`config.mk`:
```
export PLATFORM = sky130hd
export DESIGN_NAME = tupl_ctrl
export DESIGN_NICKNAME = d
export VERILOG_FILES = /design/src/sv/tupl_pkg.sv /design/src/sv/tupl_ctrl.sv
export SDC_FILE = /design/constraint.sdc
export NUM_CORES = 1
export LEC_CHECK = 0
export BUFFER_PORTS_ARGS = -buffer_cell sky130_fd_sc_hd__buf_2
export CAP_MARGIN = 10
export CORE_MARGIN = 2
export CORE_UTILIZATION = 30
export CTS_BUF_LIST = sky130_fd_sc_hd__clkbuf_2
export CTS_CLUSTER_SIZE = 40
export DETAILED_ROUTE_END_ITERATION = 10
export PLACE_DENSITY = 0.56
export SLEW_MARGIN = 20
export SYNTH_ARGS = -nofsm -noshare
export SYNTH_HDL_FRONTEND = slang
export SYNTH_SLANG_ARGS = --single-unit
```
`constraint.sdc`:
```
create_clock -name clk -period 2.76 [get_ports clk]
set_input_delay 0.276 -clock clk [delete_from_list [all_inputs] [get_ports clk]]
set_output_delay 0.276 -clock clk [all_outputs]
set_load 0.1 [all_outputs]
```
`src/sv/tupl_pkg.sv`:
```
// Shared types, sizes and codes for the threshold union of posting lists.
package tupl_pkg;

  localparam int NUM_LISTS  = 8;
  localparam int LIST_DEPTH = 1024;

  localparam int DOC_W     = 31;
  localparam int SCORE_W   = 32;
  localparam int CMD_W     = 3;
  localparam int LIST_W    = 3;
  localparam int MIN_W     = 4;
  localparam int CFG_IDX_W = 1;
  localparam int CFG_W     = 4;

  localparam int IDX_W     = $clog2(NUM_LISTS);
  localparam int RDX_W     = $clog2(NUM_LISTS + 1);
  localparam int CNT_W     = $clog2(NUM_LISTS + 1);
  localparam int CUR_W     = $clog2(LIST_DEPTH + 1);
  localparam int MEM_DEPTH = NUM_LISTS * LIST_DEPTH;
  localparam int ADDR_W    = $clog2(MEM_DEPTH);

  localparam logic [DOC_W-1:0] DOC_END = '1;

  typedef enum logic [CMD_W-1:0] {
    OP_CLEAR   = 3'd0,
    OP_APPEND  = 3'd1,
    OP_START   = 3'd2,
    OP_ADVANCE = 3'd3,
    OP_SEEK    = 3'd4
  } op_t;

  typedef enum logic [CFG_IDX_W-1:0] {
    REG_MIN_MATCHES = 1'b0,
    REG_SUM_SCORES  = 1'b1
  } cfg_reg_t;

  typedef enum logic [3:0] {
    S_IDLE,
    S_DECODE,
    S_SEEK_CHK,
    S_MIN_INIT,
    S_MIN_RUN,
    S_MIN_EVAL,
    S_CNT_INIT,
    S_CNT_RUN,
    S_CNT_EVAL,
    S_OUT
  } state_t;

  typedef struct packed {
    logic load;
    logic clear;
    logic append;
    logic start_init;
    logic scan_begin;
    logic scan_run;
    logic scan_cnt;
    logic set_finished;
    logic take_match;
    logic out_load;
  } ctl_t;

  typedef struct packed {
    logic [CMD_W-1:0] op;
    logic             finished;
    logic             seek_more;
    logic             scan_last;
    logic             any;
    logic             count_ok;
    logic             out_free;
  } sts_t;

endpackage

```
`src/sv/tupl_ctrl.sv`:
```
// Controller: command decode and merge sequencing.
module tupl_ctrl import tupl_pkg::*; (
  input  logic clk,
  input  logic rst,
  input  logic in_valid,
  output logic in_ready,
  input  sts_t sts,
  output ctl_t ctl
);

  state_t state, state_next;

  always_ff @(posedge clk) begin
    if (rst) begin
      state <= S_IDLE;
    end else begin
      state <= state_next;
    end
  end

  always_comb begin
    state_next = state;
    ctl        = '0;
    in_ready   = 1'b0;
    case (state)
      S_IDLE: begin
        in_ready = 1'b1;
        if (in_valid) begin
          ctl.load   = 1'b1;
          state_next = S_DECODE;
        end
      end
      S_DECODE: begin
        case (sts.op)
          OP_CLEAR: begin
            ctl.clear  = 1'b1;
            state_next = S_IDLE;
          end
          OP_APPEND: begin
            ctl.append = 1'b1;
            state_next = S_IDLE;
          end
          OP_START: begin
            ctl.start_init = 1'b1;
            state_next     = S_MIN_INIT;
          end
          OP_ADVANCE: state_next = sts.finished ? S_OUT : S_MIN_INIT;
          OP_SEEK:    state_next = S_SEEK_CHK;
          default:    state_next = S_IDLE;
        endcase
      end
      S_SEEK_CHK: begin
        state_next = (sts.finished || !sts.seek_more) ? S_OUT : S_MIN_INIT;
      end
      S_MIN_INIT: begin
        ctl.scan_begin = 1'b1;
        state_next     = S_MIN_RUN;
      end
      S_MIN_RUN: begin
        ctl.scan_run = 1'b1;
        if (sts.scan_last) begin
          state_next = S_MIN_EVAL;
        end
      end
      S_MIN_EVAL: begin
        if (!sts.any) begin
          ctl.set_finished = 1'b1;
          state_next       = S_OUT;
        end else begin
          state_next = S_CNT_INIT;
        end
      end
      S_CNT_INIT: begin
        ctl.scan_begin = 1'b1;
        ctl.scan_cnt   = 1'b1;
        state_next     = S_CNT_RUN;
      end
      S_CNT_RUN: begin
        ctl.scan_run = 1'b1;
        ctl.scan_cnt = 1'b1;
        if (sts.scan_last) begin
          state_next = S_CNT_EVAL;
        end
      end
      S_CNT_EVAL: begin
        if (sts.count_ok) begin
          ctl.take_match = 1'b1;
          state_next     = (sts.op == OP_SEEK) ? S_SEEK_CHK : S_OUT;
        end else begin
          state_next = S_MIN_INIT;
        end
      end
      S_OUT: begin
        if (sts.out_free) begin
          ctl.out_load = 1'b1;
          state_next   = S_IDLE;
        end
      end
      default: state_next = S_IDLE;
    endcase
  end

endmodule
```
==> impl_metrics.ini, run 1 <==
[cells_and_area]
diodes = 0
layout-drive-gt1-share_pct = 36.8
finish.instance_area_um2 = 654
num-fill-cells = 173
reg_top3 = state (4)
largest_reg_flops = 4
regMostFlops = state
nets = 109
area.growth.synth_to_final_pct = 30.4

[grt]
track_usage_pct = 16.7
grt_pass1_vias = 538
antenna_found_initial = 0
grt_max_degree = 16
grt_pass1_wl_mm = 2.51
grt-ovfl-total = 0

[floorplan]
floorplan.initialDensity_pct = 32.5
coreArea_mm2 = 0.00154
die_x_um = 44.9
die_height_um = 44.9
dieArea_mm2 = 0.00202
row_count = 14
boundaryPins = 23

[clock_tree]
postCtsHoldBufs = 0
cts_tree = yes
cts_buffers = 3
ctsHtreeMaxLevel = 1
post-cts-setup-buffers = 0
cts_root_buffer = clkbuf_2
clk_pin_slew_worst_paths_ns = 0.05
clockBufferDepth = 2
insertion_delay_ns = 0.22
ctsResizeCount = 0
clock_sinks = 4

[setup_path]
path_max_fanout = 15
end_kind = output port
worstReg2RegStart = state[0]$_SDFFE_PP0P_
arrival_ns = 2.01
required_ns = 2.48
rr_worst_depth = 4
rrSetupSlack_ns = 1.15
cp-start-kind = flip-flop
r2r-end = state[3]$_SDFFE_PP0P_
critPathKind = flip-flop to output port

[synthesis]
ys.flop_type = dfxtp_1
synthAdderAreaFrac_pct = 0
syn_nets = 85
syn_area_um2 = 502
ys_seq_elements = 4
yosysWarnings = 0
synth-edff-count = 0
synthMuxAreaShare_pct = 2.00
syn_avg_cell_area_um2 = 6.87
yosysUniqueCellTypes = 36
seq_area_frac_synth_pct = 16.0
synth_top_family_by_area = simple AND/OR/NAND/NOR gates
synth-xor-area-share_pct = 3.49
synthArstFlopShare_pct = 0
synthSimpleGateAreaFrac_pct = 43.1
synth_compound_area_share_pct = 28.2
synthesis.instances = 73

[timing]
rsz0062_at_grt = false
drv_slew = 0
worst_slew_pin_slew_ns = 0.541
slew_headroom_pct = 63.9
finalHoldViolCount = 0
finalCriticalPeriod_ns = 2.28
layout_setup_ws_ns = 0.477
finalCritPeriodShare_pct = 82.7
max_freq_ghz = 0.438
setup_viol = 0
finClkSkew_ns = 0.00950

[hold_path]
worstHoldPathCells = 2
hold_path_startpoint = rst
min_path_type = input port to flip-flop
worstHoldEndpoint = state[1]$_SDFFE_PP0P_

[power]
ir_drop_mv = 0.171
power_density_mw_per_mm2 = 473
power.leakage_nw = 0.282

[drt]
first_iter_violations = 10
dr_total_vias = 618
wire_per_inst_um = 13.6
drcViolationCount = 0
dr.pass1.iters = 4
final_antenna_net_count = 0
wirelength_mm = 1.51
vias_per_cell = 5.57

[placed_design]
gp_congestion = 0.793
placed_cell_area_um2 = 639
dp_hpwl_mm = 1.14
dpl_worst_slack_ns = 0.753
io_buffer_count = 22

[run]
drv_cap = 0

[run_status]
status = complete, no violations
==> cells in the mapped netlist (3+ instances only) <==
| cell | number | area (um^2) |
|---|---|---|
| a31oi_1 | 3 | 18.8 |
| nand2_1 | 7 | 26.3 |
| a21oi_1 | 6 | 30.0 |
| nor2_1 | 4 | 15.0 |
| o21ai_0 | 4 | 20.0 |
| inv_1 | 5 | 18.8 |
| dfxtp_1 | 4 | 80.1 |
| nor3_1 | 6 | 30.0 |
==> layout make-up <==
class / instances / area (um^2) / share of cell area (%)
Clock buffer: 3 / 15.0 / 2.29
Tap cell: 16 / 20.0 / 3.06
Multi-Input combinational cell: 61 / 410 / 62.7
Sequential cell: 4 / 80.1 / 12.2
Inverter: 5 / 18.8 / 2.87
Timing Repair Buffer: 22 / 110 / 16.8
==> placed cells by master (no fill, tap or decap), types with 2 or more instances in the layout <==
cell and count:
a31oi_1 3, nor2_1 4, a211o_1 2, buf_2 22
nor3_1 2, dfxtp_1 4, o32ai_1 2, inv_1 5
o21ai_0 4, nand2_1 7, xnor2_1 2, nand2b_1 2
a21oi_1 6, clkbuf_2 3, nor3_2 5
==> metrics by stage <==
step                      std cells  utilization, %  hold WS (ns)  power, mW  setup TNS, ns
final                           111            42.5         0.301      0.310              0
after global routing            111            42.5         0.313      0.328              0
after CTS                       111            42.5         0.300      0.308              0
after detailed placement        108            41.5         0.523      0.253              0
after global placement          108            41.5         0.520      0.253              0
after floorplan                  73               -         0.345      0.220         -0.214
==> power breakdown <==
part | switching (mW) | total, mW | internal (mW)
clock | 0.0263 | 0.0555 | 0.0292
sequential | 0.0190 | 0.0820 | 0.0630
combinational | 0.122 | 0.172 | 0.0500
total | 0.167 | 0.310 | 0.142
==> worst max-delay path, cell delays in order, from the launching register on <==
cell and delay [ns]:
dfxtp_1 0.66, nand2b_1 0.19, nor3_2 0.28, nor3b_2 0.21
buf_2 0.44
==> how the worst max path moves through the flow <==
stage	from	to	slack, ns
3_3_place_gp	state[0]$_SDFFE_PP0P_	ctl[8]	0.81
2_1_floorplan	state[1]$_SDFFE_PP0P_	ctl[9]	-0.21
6_report	state[0]$_SDFFE_PP0P_	ctl[8]	0.48
5_1_grt	state[0]$_SDFFE_PP0P_	ctl[8]	0.33
4_1_cts	state[0]$_SDFFE_PP0P_	ctl[8]	0.52
3_5_place_dp	state[0]$_SDFFE_PP0P_	ctl[8]	0.75
==> layer usage <==
metal | vias up | track usage [%] | part of all wire (%)
li1 | 315 | - | -
met1 | 271 | 23.7 | 47
met2 | 29 | 24.9 | 46
met3 | 3 | 2.40 | 5.6
met4 | 0 | 7.06 | 0.99
met5 | - | 0 | 0
==> logic make-up after synthesis <==
logic type	Yosys count
flip-flops	4
XOR/XNOR	2
buffers and inverters	8
AO/OA/AOI/OAI	22
AND/OR/NAND/NOR	36
multiplexers	1
Note: power is estimated with default switching activity, not from simulation.
==> run 2: changes to the inputs <==
- ABC_AREA: default -> 1
- PLACE_DENSITY: 0.56 -> 0.59
- clock period: 2.76 -> 1.9 ns (I/O delays scaled with it)
==> impl_metrics.ini, run 2 <==
[synthesis]
ys_seq_elements = 4
synth-edff-count = 0
synth_common_cells = nand2_1 (23), nor2_1 (18), inv_1 (14), nand3_1 (8)
synth_top_area_share_pct = 18.3
yosysUniqueCellTypes = 16
seq_area_frac_synth_pct = 16.9
syn_avg_cell_area_um2 = 5.09
syn_area_um2 = 473
synthTopCellsByArea = nand2_1 (18%), dfxtp_1 (17%), nor2_1 (14%), inv_1 (11%), nand3_1 (8.5%)
synthesis.instances = 93
syn_nets = 105
yosysWarnings = 0
synth_area_leader_cell = nand2_1
synth_most_common_cell = nand2_1
synthArstFlopShare_pct = 0
ys.flop_type = dfxtp_1

[drt]
vias_per_cell = 4.78
dr_total_vias = 641
wire_per_inst_um = 9.46
dr.pass1.iters = 4
first_iter_violations = 20
final_antenna_net_count = 0
wirelength_mm = 1.27
drcViolationCount = 0

[setup_path]
end_kind = output port
required_ns = 1.71
crit_path_start = state[2]$_SDFFE_PP0P_
arrival_ns = 1.52
critPathKind = flip-flop to output port
path_max_fanout = 5
cp-start-kind = flip-flop
worstReg2RegStart = state[1]$_SDFFE_PP0P_

[timing]
finalCriticalPeriod_ns = 1.71
finalHoldViolCount = 0
setup_viol = 0
finClkSkew_ns = 0.00709
layout_setup_ws_ns = 0.191
finalCritPeriodShare_pct = 90.0
max_freq_ghz = 0.585
worst_slew_pin_slew_ns = 0.487
slew_headroom_pct = 67.7
drv_slew = 0
rsz0062_at_grt = false

[run]
drv_cap = 0

[cells_and_area]
largest_reg_flops = 4
finish.instance_area_um2 = 661
nets = 132
regMostFlops = state
reg_top3 = state (4)
area.growth.synth_to_final_pct = 39.7
diodes = 0
mostFrequentLayoutCells = nand2_1 (23), buf_2 (21), inv_1 (14), nor2_1 (14), nand3_1 (8)
layout-drive-gt1-share_pct = 35.6
final_common_cell = nand2_1

[placed_design]
gp_congestion = 0.836
dpl_worst_slack_ns = 0.308
io_buffer_count = 22
placed_cell_area_um2 = 643
dp_hpwl_mm = 1.11

[hold_path]
min_path_type = input port to flip-flop
hold_path_startpoint = rst

[power]
ir_drop_mv = 0.376
p_comb_share_pct = 55.8
power.leakage_nw = 0.377
p_sw_share_pct = 53.2
power_frac_clock_pct = 18.8
p_seq_share_pct = 25.4
p_switching_mw = 0.208
power_density_mw_per_mm2 = 591
total_power_mw = 0.391
p_int_mw = 0.183

[clock_tree]
cts_buffers = 3
postCtsHoldBufs = 0
insertion_delay_ns = 0.20
clk_pin_slew_worst_paths_ns = 0.04
cts_tree = yes
clock_sinks = 4
cts_root_buffer = clkbuf_2
ctsHtreeMaxLevel = 1
clockBufferDepth = 2

[floorplan]
floorplan.initialDensity_pct = 31.8
coreArea_mm2 = 0.00149
row_count = 14
dieArea_mm2 = 0.00191
die_x_um = 43.7
boundaryPins = 23
die_height_um = 43.7

[grt]
grt_pass1_wl_mm = 2.08
grtUsageMet3_pct = 2.92
grt_use_met2_pct = 23.2
grt_max_degree = 8
grt_use_met1_pct = 18.4
antenna_found_initial = 0
grt.busiest_layer = met2
grt-ovfl-total = 0
track_usage_pct = 14.5
grt_pass1_vias = 549

[run_status]
status = complete, no violations
==> run 2: cell types whose count changed in the layout (fill, tap and decap cells not counted), sizes merged, moves of 5 or more <==
cell	before	now
nor3	7	2
inv	5	16
nand3	0	8
nand4	0	5
nor2	5	21
nand2	7	26
==> run 2: power groups by stage <==
stage / sequential, mW / clock, mW / combinational (mW)
2_1_floorplan: 0.0989 / 0 / 0.175
3_3_place_gp: 0.100 / 0 / 0.219
3_5_place_dp: 0.100 / 0 / 0.218
4_1_cts: 0.0990 / 0.0795 / 0.219
5_1_grt: 0.100 / 0.0862 / 0.235
6_report: 0.0993 / 0.0734 / 0.218
==> run 2: cells by family after synthesis <==
group | share of synthesized area, %
simple gates | 60.6
compound gates | 9.79
flops | 16.9
buf+inv | 12.7
==> run 2: critical path: stages, from the launching register on <==
cell	delay [ns]
dfxtp_1	0.31
inv_1	0.16
nand2_2	0.14
nor2_1	0.18
nand2_1	0.11
nor2_2	0.08
clkbuf_4	0.32
==> run 2: per-stage QoR <==
stage | utilization, % | hold slack, ns | std cells | TNS (ns)
floorplan | - | 0.259 | 93 | -0.838
global placement | 43.2 | 0.402 | 131 | 0
detailed placement | 43.2 | 0.401 | 131 | 0
CTS | 44.2 | 0.177 | 134 | 0
global route | 44.4 | 0.180 | 134 | 0
finish | 44.4 | 0.194 | 134 | 0
==> run 2: area by class of cell <==
cell class | instances | area (um^2)
Sequential cell | 4 | 80.1
Fill cell | 167 | 828
Inverter | 16 | 60.1
Tap cell | 16 | 20.0
Multi-Input combinational cell | 73 | 373
Clock buffer | 3 | 15.0
Timing Repair Buffer | 22 | 113
==> run 2: final timing paths <==
kind,end,slack (ns),cells after the start
min,state[3]$_SDFFE_PP0P_,0.19,2
max reg2reg,state[2]$_SDFFE_PP0P_,0.58,7
max,ctl[6],0.19,6
min reg2reg,state[0]$_SDFFE_PP0P_,0.53,2
==> run 2: metal layers <==
metal	wire, um	vias up
li1	-	350
met5	0	-
met2	619	17
met1	576	274
met3	72	0
met4	0	0
==> run 2: repair_timing <==
action / CTS / global route
hold endpoints to repair: 0 / 0
buffers inserted: 0 / 0
setup endpoints to repair: 0 / 1
gates resized for setup: 0 / 1
